File: config.mk
export PLATFORM = sky130hd
export DESIGN_NAME = gc3_content_counter
export DESIGN_NICKNAME = d
export VERILOG_FILES = /design/src/hw/rtl/gc3_pkg.sv /design/src/hw/rtl/gc3_accum.sv /design/src/hw/rtl/gc3_divider.sv /design/src/hw/rtl/gc3_content_counter.sv
export SDC_FILE = /design/constraint.sdc
export NUM_CORES = 1
export LEC_CHECK = 0
export BUFFER_PORTS_ARGS = -buffer_cell sky130_fd_sc_hd__buf_2
export CAP_MARGIN = 20
export CORE_ASPECT_RATIO = 0.7
export CORE_MARGIN = 1.5
export CORE_UTILIZATION = 40
export DETAILED_ROUTE_END_ITERATION = 8
export GPL_ROUTABILITY_DRIVEN = 1
export PLACE_DENSITY_LB_ADDON = 0.12
export SLEW_MARGIN = 20
export SYNTH_ARGS = -nofsm -noshare
export SYNTH_HDL_FRONTEND = slang
export SYNTH_SLANG_ARGS = --single-unit
File: constraint.sdc
create_clock -name clock -period 14.9 [get_ports clock]
set_clock_uncertainty 0.2 [all_clocks]
set_input_delay 3.725 -clock clock [delete_from_list [all_inputs] [get_ports clock]]
set_output_delay 3.725 -clock clock [all_outputs]
set_load 0.02 [all_outputs]
File: src/hw/rtl/gc3_pkg.sv
// Shared types, constants and the ambiguity weight table for the GC3 counter.
// Used by every module of the block; has no dependencies.
package gc3_pkg;

   localparam int MAX_SEQ_LEN_DEF = 65536;

   localparam int BASE_W  = 5;
   localparam int GC_W    = 17;
   localparam int TOTAL_W = 15;
   localparam int FRAC_W  = 17;

   // divider geometry: dividend is gc << 16, divisor is 6 * total
   localparam int FRAC_SHIFT = 16;
   localparam int NUM_W      = GC_W + FRAC_SHIFT;
   localparam int DVSR_W     = TOTAL_W + 3;
   localparam int CNT_W      = 6;
   localparam logic [FRAC_W-1:0] FRAC_ONE = FRAC_W'(1 << FRAC_SHIFT);

   // register indexes
   localparam int CSR_IDX_W = 1;
   localparam logic [CSR_IDX_W-1:0] CSR_IGNORE_UNRESOLVED = 1'b0;
   localparam logic [CSR_IDX_W-1:0] CSR_IGNORE_GAP        = 1'b1;

   // nucleotide codes
   localparam logic [3:0] CODE_T = 4'd3;

   typedef struct packed {
      logic [GC_W-1:0]    gc;
      logic [TOTAL_W-1:0] total;
   } sums_type;

   typedef struct packed {
      logic busy;
      logic done;
   } div_status_type;

   // GC weight in sixths for codes 0..15
   function automatic logic [2:0] weight_sixths(logic [3:0] code);
      logic [2:0] w;
      unique case (code)
         4'd0:  w = 3'd0;  // A
         4'd1:  w = 3'd6;  // C
         4'd2:  w = 3'd6;  // G
         4'd3:  w = 3'd0;  // T
         4'd4:  w = 3'd3;  // M
         4'd5:  w = 3'd3;  // R
         4'd6:  w = 3'd3;  // Y
         4'd7:  w = 3'd6;  // S
         4'd8:  w = 3'd0;  // W
         4'd9:  w = 3'd3;  // K
         4'd10: w = 3'd4;  // V
         4'd11: w = 3'd2;  // H
         4'd12: w = 3'd2;  // D
         4'd13: w = 3'd4;  // B
         4'd14: w = 3'd3;  // N
         default: w = 3'd0;
      endcase
      return w;
   endfunction

endpackage

File: src/hw/rtl/gc3_accum.sv
// Codon phase tracking and saturating GC / total accumulators.
// Depends on gc3_pkg.
module gc3_accum #(
   parameter int MAX_SEQ_LEN = gc3_pkg::MAX_SEQ_LEN_DEF
) (
   input  logic                        clock,
   input  logic                        reset,
   input  logic                        enable,
   input  logic [gc3_pkg::BASE_W-1:0]  base_code,
   input  logic                        last_base,
   input  logic                        ignore_unresolved,
   input  logic                        ignore_gap,
   output gc3_pkg::sums_type           sums_next
);

   localparam longint TOTAL_RAW   = longint'(MAX_SEQ_LEN) / 3;
   localparam longint TOTAL_LIM_L = (TOTAL_RAW > 32767) ? 32767 : TOTAL_RAW;
   localparam longint GC_RAW      = TOTAL_LIM_L * 6;
   localparam longint GC_LIM_L    = (GC_RAW > 131071) ? 131071 : GC_RAW;
   localparam logic [gc3_pkg::TOTAL_W-1:0] TOTAL_LIMIT = gc3_pkg::TOTAL_W'(TOTAL_LIM_L);
   localparam logic [gc3_pkg::GC_W:0]      GC_LIMIT    = (gc3_pkg::GC_W + 1)'(GC_LIM_L);
   localparam logic [gc3_pkg::TOTAL_W-1:0] TOTAL_ONE   = gc3_pkg::TOTAL_W'(1);

   logic [1:0]                  phase_ff, phase_in;
   logic [gc3_pkg::GC_W-1:0]    gc_ff, gc_in;
   logic [gc3_pkg::TOTAL_W-1:0] total_ff, total_in;

   logic       count_it;
   logic [2:0] weight;
   logic [gc3_pkg::GC_W:0] gc_sum;

   always_comb begin
      count_it = 1'b0;
      weight   = gc3_pkg::weight_sixths(base_code[3:0]);
      if (phase_ff == 2'd2) begin
         phase_in = 2'd0;
         if (base_code[4]) begin
            // any negative code is a gap: total only
            count_it = ~ignore_gap;
            weight   = 3'd0;
         end else if (base_code[3:0] <= gc3_pkg::CODE_T) begin
            count_it = 1'b1;
         end else begin
            count_it = ~ignore_unresolved;
         end
      end else begin
         phase_in = phase_ff + 2'd1;
      end

      gc_sum   = {1'b0, gc_ff} + (gc3_pkg::GC_W + 1)'(weight);
      gc_in    = gc_ff;
      total_in = total_ff;
      if (count_it) begin
         if (total_ff < TOTAL_LIMIT) total_in = total_ff + TOTAL_ONE;
         gc_in = (gc_sum > GC_LIMIT) ? GC_LIMIT[gc3_pkg::GC_W-1:0]
                                     : gc_sum[gc3_pkg::GC_W-1:0];
      end
   end

   assign sums_next.gc    = gc_in;
   assign sums_next.total = total_in;

   always_ff @(posedge clock) begin
      if (reset) begin
         phase_ff <= '0;
         gc_ff    <= '0;
         total_ff <= '0;
      end else if (enable) begin
         if (last_base) begin
            phase_ff <= '0;
            gc_ff    <= '0;
            total_ff <= '0;
         end else begin
            phase_ff <= phase_in;
            gc_ff    <= gc_in;
            total_ff <= total_in;
         end
      end
   end

endmodule

File: src/hw/rtl/gc3_divider.sv
// Restoring divider, one quotient bit per cycle: (gc << 16) / (6 * total).
// Depends on gc3_pkg. Holds its result until taken.
module gc3_divider (
   input  logic                          clock,
   input  logic                          reset,
   input  logic                          start,
   input  gc3_pkg::sums_type             sums,
   input  logic                          take,
   output gc3_pkg::div_status_type       status,
   output logic [gc3_pkg::FRAC_W-1:0]    fraction
);

   localparam logic [1:0] ST_IDLE = 2'd0;
   localparam logic [1:0] ST_RUN  = 2'd1;
   localparam logic [1:0] ST_DONE = 2'd2;
   localparam logic [gc3_pkg::CNT_W-1:0] LAST_STEP = gc3_pkg::CNT_W'(gc3_pkg::NUM_W - 1);
   localparam logic [gc3_pkg::CNT_W-1:0] CNT_ONE   = gc3_pkg::CNT_W'(1);

   logic [1:0]                   state_ff, state_in;
   logic [gc3_pkg::CNT_W-1:0]    cnt_ff, cnt_in;
   logic [gc3_pkg::NUM_W-1:0]    num_ff, num_in;    // dividend in, quotient out
   logic [gc3_pkg::DVSR_W-1:0]   dvsr_ff, dvsr_in;
   logic [gc3_pkg::DVSR_W-1:0]   rem_ff, rem_in;
   logic                         zero_ff, zero_in;

   logic [gc3_pkg::DVSR_W:0] rem_shift;
   logic [gc3_pkg::DVSR_W:0] diff;
   logic                     ge;

   always_comb begin
      rem_shift = {rem_ff, num_ff[gc3_pkg::NUM_W-1]};
      diff      = rem_shift - {1'b0, dvsr_ff};
      ge        = rem_shift >= {1'b0, dvsr_ff};

      state_in = state_ff;
      cnt_in   = cnt_ff;
      num_in   = num_ff;
      dvsr_in  = dvsr_ff;
      rem_in   = rem_ff;
      zero_in  = zero_ff;

      unique case (state_ff)
         ST_IDLE: begin
            if (start) begin
               state_in = ST_RUN;
               cnt_in   = LAST_STEP;
               num_in   = {sums.gc, gc3_pkg::FRAC_SHIFT'(0)};
               // 6 * total as 4 * total + 2 * total
               dvsr_in  = {1'b0, sums.total, 2'b00} + {2'b00, sums.total, 1'b0};
               rem_in   = '0;
               zero_in  = (sums.total == '0);
            end
         end
         ST_RUN: begin
            rem_in = ge ? diff[gc3_pkg::DVSR_W-1:0] : rem_shift[gc3_pkg::DVSR_W-1:0];
            num_in = {num_ff[gc3_pkg::NUM_W-2:0], ge};
            cnt_in = cnt_ff - CNT_ONE;
            if (cnt_ff == '0) state_in = ST_DONE;
         end
         ST_DONE: begin
            if (take) state_in = ST_IDLE;
         end
         default: state_in = ST_IDLE;
      endcase
   end

   always_ff @(posedge clock) begin
      if (reset) begin
         state_ff <= ST_IDLE;
      end else begin
         state_ff <= state_in;
      end
      cnt_ff  <= cnt_in;
      num_ff  <= num_in;
      dvsr_ff <= dvsr_in;
      rem_ff  <= rem_in;
      zero_ff <= zero_in;
   end

   assign status.busy = (state_ff != ST_IDLE);
   assign status.done = (state_ff == ST_DONE);

   always_comb begin
      if (zero_ff) begin
         fraction = '0;
      end else if (num_ff > gc3_pkg::NUM_W'(gc3_pkg::FRAC_ONE)) begin
         fraction = gc3_pkg::FRAC_ONE;
      end else begin
         fraction = num_ff[gc3_pkg::FRAC_W-1:0];
      end
   end

endmodule

File: src/hw/rtl/gc3_content_counter.sv
// GC3 content counter: top level with configuration registers, sequencing and
// the result register. Depends on gc3_pkg, gc3_accum and gc3_divider.
//
// Streams a DNA sequence one base code per item and counts only the third base
// of each complete codon. G/C add a full unit of GC weight, A/T none; ambiguity
// codes (when ignore_unresolved is 0) add a fractional weight kept exactly in
// sixths, and gaps (when ignore_gap is 0) add to the total only. An item that is
// not marked last leaves req_stall low. An item marked last is folded into the
// sums in its accept cycle and then starts the restoring divider, which
// produces one quotient bit per cycle; the result waits in the divider's done
// state until the output register is free and is then copied into it, and no
// next item is taken before that (so it waits while the previous result is
// still held by rsp_stall). The divider is the only multi-cycle unit.
// The result gives gc_fraction = gc_sum_sixths / (6 * counted_positions) as
// unsigned Q1.16, truncated, or 0 when nothing was counted; the sequence sums
// then restart from zero. Counts saturate at MAX_SEQ_LEN/3 positions (at most
// 32767). Configuration writes are taken at any time but should only be made
// while the block is idle.
module gc3_content_counter #(
   parameter int MAX_SEQ_LEN = gc3_pkg::MAX_SEQ_LEN_DEF
) (
   input  logic                           clock,
   input  logic                           reset,

   // input items
   input  logic                           req_valid,
   output logic                           req_stall,
   input  logic signed [gc3_pkg::BASE_W-1:0] req_base_code,
   input  logic                           req_last_base,

   // result items
   output logic                           rsp_valid,
   input  logic                           rsp_stall,
   output logic [gc3_pkg::FRAC_W-1:0]     rsp_gc_fraction,
   output logic [gc3_pkg::GC_W-1:0]       rsp_gc_sum_sixths,
   output logic [gc3_pkg::TOTAL_W-1:0]    rsp_counted_positions,

   // configuration writes
   input  logic                           csr_wen,
   input  logic [gc3_pkg::CSR_IDX_W-1:0]  csr_index,
   input  logic                           csr_wdata
);

   logic ignore_unresolved_ff, ignore_unresolved_in;
   logic ignore_gap_ff, ignore_gap_in;

   logic req_accept;
   logic div_start;
   logic div_take;
   logic out_free;

   gc3_pkg::sums_type       sums_next;
   gc3_pkg::sums_type       hold_ff, hold_in;
   gc3_pkg::div_status_type div_status;
   logic [gc3_pkg::FRAC_W-1:0] div_fraction;

   logic                          rsp_valid_ff, rsp_valid_in;
   logic [gc3_pkg::FRAC_W-1:0]    frac_ff, frac_in;
   logic [gc3_pkg::GC_W-1:0]      gc_out_ff, gc_out_in;
   logic [gc3_pkg::TOTAL_W-1:0]   total_out_ff, total_out_in;

   // no new item while a final division runs or its result waits
   assign req_stall  = div_status.busy;
   assign req_accept = req_valid & ~req_stall;
   assign div_start  = req_accept & req_last_base;

   // result register is free when empty or being drained this cycle
   assign out_free = ~rsp_valid_ff | ~rsp_stall;
   assign div_take = div_status.done & out_free;

   // configuration registers
   always_comb begin
      ignore_unresolved_in = ignore_unresolved_ff;
      ignore_gap_in        = ignore_gap_ff;
      if (csr_wen) begin
         unique case (csr_index)
            gc3_pkg::CSR_IGNORE_UNRESOLVED: ignore_unresolved_in = csr_wdata;
            gc3_pkg::CSR_IGNORE_GAP:        ignore_gap_in        = csr_wdata;
            default: ;
         endcase
      end
   end

   gc3_accum #(
      .MAX_SEQ_LEN(MAX_SEQ_LEN)
   ) u_accum (
      .clock             (clock),
      .reset             (reset),
      .enable            (req_accept),
      .base_code         (req_base_code),
      .last_base         (req_last_base),
      .ignore_unresolved (ignore_unresolved_ff),
      .ignore_gap        (ignore_gap_ff),
      .sums_next         (sums_next)
   );

   gc3_divider u_divider (
      .clock    (clock),
      .reset    (reset),
      .start    (div_start),
      .sums     (sums_next),
      .take     (div_take),
      .status   (div_status),
      .fraction (div_fraction)
   );

   // final sums kept alongside the division
   assign hold_in = div_start ? sums_next : hold_ff;

   always_comb begin
      rsp_valid_in = rsp_valid_ff;
      frac_in      = frac_ff;
      gc_out_in    = gc_out_ff;
      total_out_in = total_out_ff;
      if (div_take) begin
         rsp_valid_in = 1'b1;
         frac_in      = div_fraction;
         gc_out_in    = hold_ff.gc;
         total_out_in = hold_ff.total;
      end else if (~rsp_stall) begin
         rsp_valid_in = 1'b0;
      end
   end

   always_ff @(posedge clock) begin
      if (reset) begin
         ignore_unresolved_ff <= 1'b1;
         ignore_gap_ff        <= 1'b1;
         rsp_valid_ff         <= 1'b0;
      end else begin
         ignore_unresolved_ff <= ignore_unresolved_in;
         ignore_gap_ff        <= ignore_gap_in;
         rsp_valid_ff         <= rsp_valid_in;
      end
      hold_ff      <= hold_in;
      frac_ff      <= frac_in;
      gc_out_ff    <= gc_out_in;
      total_out_ff <= total_out_in;
   end

   assign rsp_valid             = rsp_valid_ff;
   assign rsp_gc_fraction       = frac_ff;
   assign rsp_gc_sum_sixths     = gc_out_ff;
   assign rsp_counted_positions = total_out_ff;

endmodule

# After elaboration in Yosys (flattened, before gate mapping)
# Memories as Yosys holds them, arrays and structs flattened.
# Index checks and enable logic that the tools add are counted.
op_classes:
  n_eq_ne: 7
  n_lt_le_gt_ge: 5
  n_mux: 27
  add_sub_neg: 6
  reduce_logical: 11
  n_bitwise: 10
ops:
  columns: ["cell", "count"]
  rows:
  - ["$mux W17", 4]
  - ["$pmux W33 S2", 1]
  - ["$mux W15", 3]
  - ["$mux W18", 2]
  - ["$pmux W18 S2", 1]
  - ["$gt A33 B17 Y1 const B", 1]
  - ["$mux W33", 1]
  - ["$ge A19 B18 Y1", 1]
  - ["$add A17 B16 Y18", 1]
  - ["$add A17 B3 Y18", 1]
  - ["$gt A18 B17 Y1 const B", 1]
  - ["$sub A18 B18 Y18", 1]
  - ["$add A15 B1 Y15 const B", 1]
  - ["$logic_not A15 Y1", 1]
  - ["$lt A15 B15 Y1 const B", 1]
  - ["$pmux W6 S2", 1]
  - ["$mux W2", 5]
  - ["$reduce_and A2 Y1", 4]
  - ["$logic_not A6 Y1", 1]
  - ["$mux W3", 2]
  - ["$mux W6", 1]
  - ["$not A1 Y1", 6]
  - ["$pmux W2 S3", 1]
  - ["$sub A6 B1 Y6 const B", 1]
  - ["13 further kinds", 23]
word_totals:
  word_cells: 85
  memories: 1
  output_inout_bits: 51
  ff_bits: 196
  rom_bits: 48
mem_list:
  columns: ["name", "words", "word_bits", "read_ports", "rd_ports_with_merged_regs", "write_ports", "line", "text"]
  rows:
  - ["(no name shown)", 16, 3, 1, 0, 0, "gc3_pkg.sv:40", "unique case (code)"]

# Depth between registers and ports, before layout
# Gate-level depths: netlist (run 1).
# An unclocked memory read counts as a cell.
logic_depth:
  depth_word: 9
  ltp_mapped: 18
  depth_no_buf: 16

# By module
# From an unflattened synthesis (run 1), not the netlist that was laid out.
unflattened:
  hier_cells: 949
  hier_area_um2: 10261.1
by_module_without_submodules:
  columns: ["mod", "seq_area_each_um2", "cells_per_inst", "area_each_um2", "instances"]
  rows:
  - ["gc3_divider", 2292.2, 493, 4967.3, 1]
  - ["gc3_accum", 680.7, 361, 2732.6, 1]
  - ["gc3_content_counter", 2492.4, 95, 2561.2, 1]

# Worst setup path after synthesis (run 1)
# No wires, ideal clock.
synth_timing:
  kind: "input -> register"
  startpoint: "input port req_last_base"
  endpoint: "register u_divider.cnt_ff[0] (netlist name) (enable)"
  setup_slack_ns: 5.963
  path_buffers: 1
  setup_time_ns: 0.551
  required_ns: 14.149
  path_stages: 3
  arrival_ns: 8.186
  cell_sequence: "clkbuf_1 -> inv_1 -> o21ai_0"
synth_between:
  elab_chain_cells: 3
synth_lines:
  columns: ["element", "line", "text"]
  rows:
  - ["from (decl)", "gc3_content_counter.sv:29", "input logic req_last_base,"]
  - ["$and A1 B1 Y1", "gc3_content_counter.sv:65", "assign div_start = req_accept & req_last_base;"]
  - ["$ne A2 B2 Y1 (no source line)", null, null]
  - ["$reduce_and A2 Y1 (no source line)", null, null]
  - ["to (signal assigned)", "gc3_divider.sv:73", "cnt_ff <= cnt_in;"]
  - ["to (decl)", "gc3_divider.sv:20", "logic [gc3_pkg::CNT_W-1:0] cnt_ff, cnt_in;"]
# No other way between the ends.
# A chain may end at the register's enable or synchronous reset.

==> impl_metrics.csv, run 1 <==
group,metric,value,unit
power,powerDensity,106,mW/mm²
power,vdd_drop_max,0.0807,mV
floorplanning,die_w,193,µm
yosys,synth.area.mux_share,1.70,%
setup_path,path_class,"input port to flip-flop",
worst_hold_path,min_to,"rsp_counted_positions[1]",
yosys,synth-edff-count,156,
timing,grt_setup_unrepaired,"false",
yosys,synthSimpleGateAreaFrac,15.6,%
cts,cts_tree,"built",
setup_path,critPathLaunchType,"input port",
timing,max_freq,0.140,GHz
power,p_leak,4.28,nW
yosys,synthAdderAreaFrac,6.80,%
routing,wl,24.0,mm
cts,cts_inserted_buffers,17,
yosys,synth_compound_area_share,13.8,%
timing,min_period_over_period,48.1,%
worst_hold_path,min_from,"hold_ff[1]",
timing,finalSetupViolCount,0,
routing,first_pass_iters,5,
power,finalPower,1.21,mW
yosys,synth.area.top_cells,"edfxtp_1, dfxtp_1, ha_1, xnor2_1, a21oi_1",
yosys,synthDistinctLibCells,71,
setup_path,rrSetupSlack,10.40,ns
job,drv_cap,0,
cts,cts.clk_slew.worst_paths,0.08,ns
cts,insertion_delay,0.45,ns
floorplanning,boundaryPins,64,
yosys,synth_top_family_by_area,"simple AND/OR/NAND/NOR gates",
setup_path,crit_slowest_cell,"o41ai_1",
placement,place_congestion,0.924,
setup_path,r2r_cells,15,
worst_hold_path,whs_path_depth,0,
outcome,status,"finished, final reports clean",
cts,cts-root-buf,"clkbuf_16",
cells_and_area,n_fill_cell,2343,
setup_path,worstReg2RegStart,"u_accum.total_ff[0]",
setup_path,critPathBufInv,2,
floorplanning,start_util,40.9,%
routing,first_iter_violations,518,
yosys,ys_seq_area_share,54.2,%
routing,wire_per_inst,18.0,µm
grt,track_usage,19.1,%
yosys,synth_area,0.0101,mm²
routing,via_count,7130,
yosys,synth_xor_area_share,4.69,%
setup_path,crit_path_start,"req_base_code[2]",
setup_path,path_cells,"buf_2 -> nor2_1 -> o311ai_2 -> buf_4 -> nor2_1 -> nand2_1 -> nor2_1 -> xnor2_1 -> ha_1 -> o21a_1 -> o31a_1 -> o41ai_1 -> a32oi_1 -> a21o_1 -> a21oi_1 -> xnor2_1",
routing,drc,0,
floorplanning,die_area,0.0262,mm²
cells_and_area,drive_gt1_share,13.5,%
placement,dp_hpwl,16.9,mm
setup_path,worstReg2RegEnd,"u_divider.dvsr_ff[17]",
floorplanning,die_y,136,µm
cells_and_area,diodes,0,
grt,grt_pass1_vias,6626,
cts,cts.sinks,195,
yosys,synthTopCellsByCount,"edfxtp_1, nand2_1, nor2_1, a21oi_1, ha_1",
yosys,synth_top_cell_area_share,46.5,%
setup_path,critPathMaxStageDelay,0.39,ns
setup_path,end_kind,"flip-flop",
setup_path,cp.arrival,7.16,ns
timing,final-max-slew-violation-count,0,
setup_path,critPathMostFrequentCell,"nor2_1",
worst_hold_path,hold_class,"flip-flop to flip-flop",
cells_and_area,fin_nets,1055,
yosys,synth-main-ff-cell,"edfxtp_1",
yosys,ys_ff_latch,195,
timing,fin_crit,7.16,ns
floorplanning,rows,48,
timing,hold_viol_final,0,
cells_and_area,area_growth,13.2,%
yosys,yosysTopAreaCell,"edfxtp_1",
timing,final.setup.tns,0,ns
grt,grt_pass1_wl,37.8,mm
timing,relSlewSlack,29.6,%
setup_path,cp_top_family,"compound AO/OA/AOI/OAI gates",
yosys,yosys_warnings,0,
yosys,synthMostInstantiatedCell,"edfxtp_1",
timing,max_slew.worst_pin.slew,1.05,ns
cts,cts_resized,0,
setup_path,worstPathMaxFanout,16,
cts,cts_hold_buf,0,
grt,grt_max_degree,58,
yosys,async_flop_share,0,%
setup_path,cp.required,14.90,ns
yosys,syn_area_per_cell,10.8,µm²
cts,clockBufferDepth,2,
setup_path,cp.depth,16,
routing,ant_nets,0,
placement,io_buffers,63,
cts,cts_setup_buffers,0,
cts,h-tree-depth,4,
grt,grt.overflow.total,0,
yosys,syn_inst,931,
yosys,syn-num-nets,997,
floorplanning,core_area,0.0247,mm²
routing,vias_per_cell,5.37,
grt,antenna_found_initial,0,
[cell families (layout without fill, tap and decap cells)]
| kind of cell | after synthesis | after routing |
|---|---|---|
| XOR/XNOR | 54 | 54 |
| adder cells (fa/ha/maj) | 53 | 53 |
| flip-flops | 195 | 195 |
| buffers and inverters | 83 | 154 |
| AND/OR/NAND/NOR | 315 | 315 |
| multiplexers | 16 | 16 |
| AO/OA/AOI/OAI | 215 | 215 |
[state kept, by name, indices dropped and copies added, names as in the netlist]
name and cells:
hold_ff 32, ignore_gap_ff 1, ignore_unresolved_ff 1, rsp_counted_positions 15, rsp_gc_fraction 17, rsp_gc_sum_sixths 17, rsp_valid 1, u_accum.gc_ff 17
u_accum.phase_ff 2, u_accum.total_ff 15, u_divider.cnt_ff 6, u_divider.dvsr_ff 17, u_divider.num_ff 33, u_divider.rem_ff 18, u_divider.state_ff 2, u_divider.zero_ff 1
[worst max-delay path by stage]
stage	end
detailed placement	u_divider.dvsr_ff[16]
finish	u_divider.dvsr_ff[16]
floorplan	u_divider.cnt_ff[0]
global placement	u_divider.dvsr_ff[16]
global route	u_divider.dvsr_ff[16]
CTS	u_divider.dvsr_ff[16]
[where the power goes]
part | internal (mW) | leakage, nW | switching, mW | total [mW]
clock | 0.256 | 0.302 | 0.230 | 0.487
combinational | 0.0362 | 2.22 | 0.0640 | 0.100
sequential | 0.610 | 1.75 | 0.0116 | 0.622
[layout make-up]
| class | instances | area, µm² | share of cell area, % |
|---|---|---|---|
| clock buffer | 17 | 425 | 3.73 |
| clock inverter | 15 | 195 | 1.71 |
| inverter | 47 | 176 | 1.55 |
| multi-input combinational | 653 | 4320 | 37.8 |
| sequential | 195 | 5470 | 47.9 |
| tap | 325 | 407 | 3.56 |
| timing repair buffer | 75 | 425 | 3.73 |
[per-stage QoR]
step                      cells  hold slack [ns]  utilization, %  area [µm²]  worst slack [ns]
final                      1327            0.215            46.2       11400              7.74
after global routing       1327            0.222            46.2       11400              7.39
after CTS                  1326            0.219            46.1       11400              7.75
after detailed placement   1294            0.205            43.6       10800              7.27
after global placement     1294            0.203            43.6       10800              7.37
after floorplan             931            0.200               -       10100              5.96
[per-layer routing]
metal	global-route usage (%)	wire length [µm]	up-vias
met2	25.2	9260	179
met4	5.73	263	0
met1	30.8	13200	3390
li1	-	-	3544
met5	0	0	-
met3	3.61	1260	17
[layout by cell type (no fill, tap or decap), types with 4 or more instances in the layout]
cell type    n
edfxtp_1   156
nand3_1     27
nor2_1      75
a31o_2       4
xnor2_1     35
o211ai_1     4
a21o_1      15
nand2b_1     7
o21ai_0     46
dfxtp_1     39
a21oi_1     57
o21bai_1     6
and3_1       8
inv_1       46
or3_1        9
a31oi_1     20
xor2_1      19
mux2i_1      7
nor3_1      23
nand4_1     10
and2_1      38
a311oi_1     4
mux2_2       9
or4_1        4
buf_4       11
o22ai_1      7
nand2_1     77
nor2b_1      7
o21a_1      12
buf_2       63
ha_1        50
a211oi_1     6
nor4_1      15
clkbuf_16   17
No activity file was read; power rests on OpenSTA's default activity.
==> run 2, diff against run 1 <==
clock period = 6.3 ns   (was 14.9 ns; I/O delays follow)
==> run 2 against run 1 <==
Sequential share of layout area up 0.074 points; die area unchanged; wire length down 3.0%; sequential power up 140%; combinational power up 130%; clock-buffer cell count up 2; critical path type unchanged.
==> impl_metrics.csv, run 2 (synthesized netlist as in run 1, its figures left out) <==
group,metric,value,unit
floorplanning,core_area,0.0247,mm²
timing,grt_setup_unrepaired,"false",
power,powerDensity,244,mW/mm²
setup_path,end_kind,"flip-flop",
timing,max_slew.worst_pin.slew,1.04,ns
cts,cts-root-buf,"clkbuf_16",
setup_path,critPathLaunchType,"input port",
cells_and_area,regMostFlops,"u_divider.num_ff",
power,combPwrFrac,8.5,%
floorplanning,rows,48,
power,vdd_drop_max,0.199,mV
setup_path,critPathBufInv,1,
routing,vias_per_cell,5.35,
setup_path,path_cells,"buf_2 -> nor2_1 -> o311ai_2 -> nor2_1 -> nand2_1 -> xnor2_1 -> ha_1 -> nor2b_1 -> o31a_1 -> o41ai_1 -> a32oi_1 -> a21o_1 -> a21oi_1 -> xnor2_1",
placement,place_congestion,0.910,
grt,antenna_found_initial,0,
setup_path,crit_slowest_cell,"nor2_1",
routing,drc,0,
cts,cts_hold_buf,0,
timing,min_period_over_period,78.0,%
setup_path,cp_top_family,"compound AO/OA/AOI/OAI gates",
cells_and_area,area_growth,13.0,%
cells_and_area,final_common_cell,"edfxtp_1",
cts,cts.sinks,195,
floorplanning,die_area,0.0262,mm²
power,swShare,25.3,%
cells_and_area,drive_gt1_share,13.7,%
timing,finalSetupViolCount,0,
cells_and_area,diodes,0,
cells_and_area,layout_common_cells,"edfxtp_1, nand2_1, nor2_1, buf_2, a21oi_1",
job,drv_cap,0,
timing,fin_crit,4.91,ns
cells_and_area,largest_reg_flops,33,
setup_path,cp.required,6.29,ns
timing,final-max-slew-violation-count,0,
setup_path,worstPathMaxFanout,7,
floorplanning,die_w,193,µm
cts,insertion_delay,0.44,ns
outcome,status,"finished, final reports clean",
routing,via_count,7107,
timing,max_freq,0.204,GHz
power,p_leak,4.27,nW
cts,h-tree-depth,4,
routing,first_iter_violations,550,
timing,hold_viol_final,0,
cts,clockBufferDepth,2,
cells_and_area,fin_nets,1056,
routing,first_pass_iters,5,
setup_path,path_class,"input port to flip-flop",
grt,grt_pass1_vias,6295,
placement,io_buffers,63,
cts,cts_setup_buffers,0,
grt,track_usage,18.3,%
setup_path,cp.arrival,4.90,ns
power,finalPower,2.78,mW
cts,cts_tree,"built",
routing,wl,23.2,mm
setup_path,critPathMaxStageDelay,0.40,ns
power,p_int,2.08,mW
grt,grt_max_degree,58,
floorplanning,die_y,136,µm
power,power_frac_clock,38.6,%
cells_and_area,largest_registers,"u_divider.num_ff x33, hold_ff x32, u_divider.rem_ff x18",
power,p_seq_share,52.9,%
placement,dp_hpwl,16.6,mm
timing,final.setup.tns,0,ns
worst_hold_path,hold_class,"flip-flop to flip-flop",
cts,cts.clk_slew.worst_paths,0.08,ns
routing,ant_nets,0,
timing,relSlewSlack,30.6,%
cts,cts_resized,0,
cts,cts_inserted_buffers,17,
floorplanning,boundaryPins,64,
floorplanning,start_util,40.9,%
routing,wire_per_inst,17.5,µm
grt,grt_pass1_wl,36.2,mm
grt,grt.overflow.total,0,
power,p_sw,703,µW
## run 2: power by group through the flow
| stage | clock network, mW | registers [mW] | logic (mW) |
|---|---|---|---|
| final | 1.07 | 1.47 | 0.235 |
| after global routing | 1.15 | 1.48 | 0.263 |
| after CTS | 1.10 | 1.47 | 0.233 |
| after detailed placement | 0 | 1.50 | 0.232 |
| after global placement | 0 | 1.50 | 0.233 |
| after floorplan | 0 | 1.49 | 0.174 |
## run 2: layer usage
layer | share of wire [%] | vias to the layer above | track usage (%)
met1 | 56 | 3369 | 31.3
met2 | 38 | 176 | 22.8
met5 | 0 | - | 0
li1 | - | 3551 | -
met3 | 5.1 | 11 | 3.38
met4 | 0.80 | 0 | 4.05
## run 2: final cells by class
| cell class | instances | area, µm² |
|---|---|---|
| inverter | 47 | 176 |
| timing repair buffer | 76 | 433 |
| tap | 325 | 407 |
| multi-input combinational | 653 | 4320 |
| clock buffer | 19 | 453 |
| fill | 2315 | 13300 |
| clock inverter | 13 | 138 |
| sequential | 195 | 5470 |
## run 2: per-stage QoR
| stage | setup WS (ns) | hold slack, ns | instances | utilization, % | area, µm² |
|---|---|---|---|---|---|
| floorplan | 1.06 | 0.200 | 931 | - | 10100 |
| global placement | 1.02 | 0.201 | 1295 | 43.6 | 10800 |
| detailed placement | 0.931 | 0.205 | 1295 | 43.7 | 10800 |
| CTS | 1.40 | 0.223 | 1327 | 46.1 | 11400 |
| global route | 1.08 | 0.228 | 1328 | 46.2 | 11400 |
| finish | 1.39 | 0.218 | 1328 | 46.2 | 11400 |
## run 2: path summary, 6_finish.rpt
kind | from | cells past startpoint | end | slack [ns]
hold / removal | hold_ff[2] | 0 | rsp_counted_positions[2] | 0.22
setup reg to reg | u_accum.total_ff[0] | 15 | u_divider.dvsr_ff[17] | 1.62
hold reg to reg | hold_ff[2] | 0 | rsp_counted_positions[2] | 0.22
setup / recovery | req_base_code[2] | 14 | u_divider.dvsr_ff[16] | 1.39
## run 2: worst register-to-register path: cells and delay by family (launching register included)
| kind | cells | cell delay (ns) |
|---|---|---|
| fa+ha+maj | 1 | 0.32 |
| simple gates | 1 | 0.12 |
| compound gates | 11 | 2.70 |
| buf+inv | 1 | 0.31 |
| xor+xnor | 1 | 0.41 |
| flops | 1 | 0.37 |
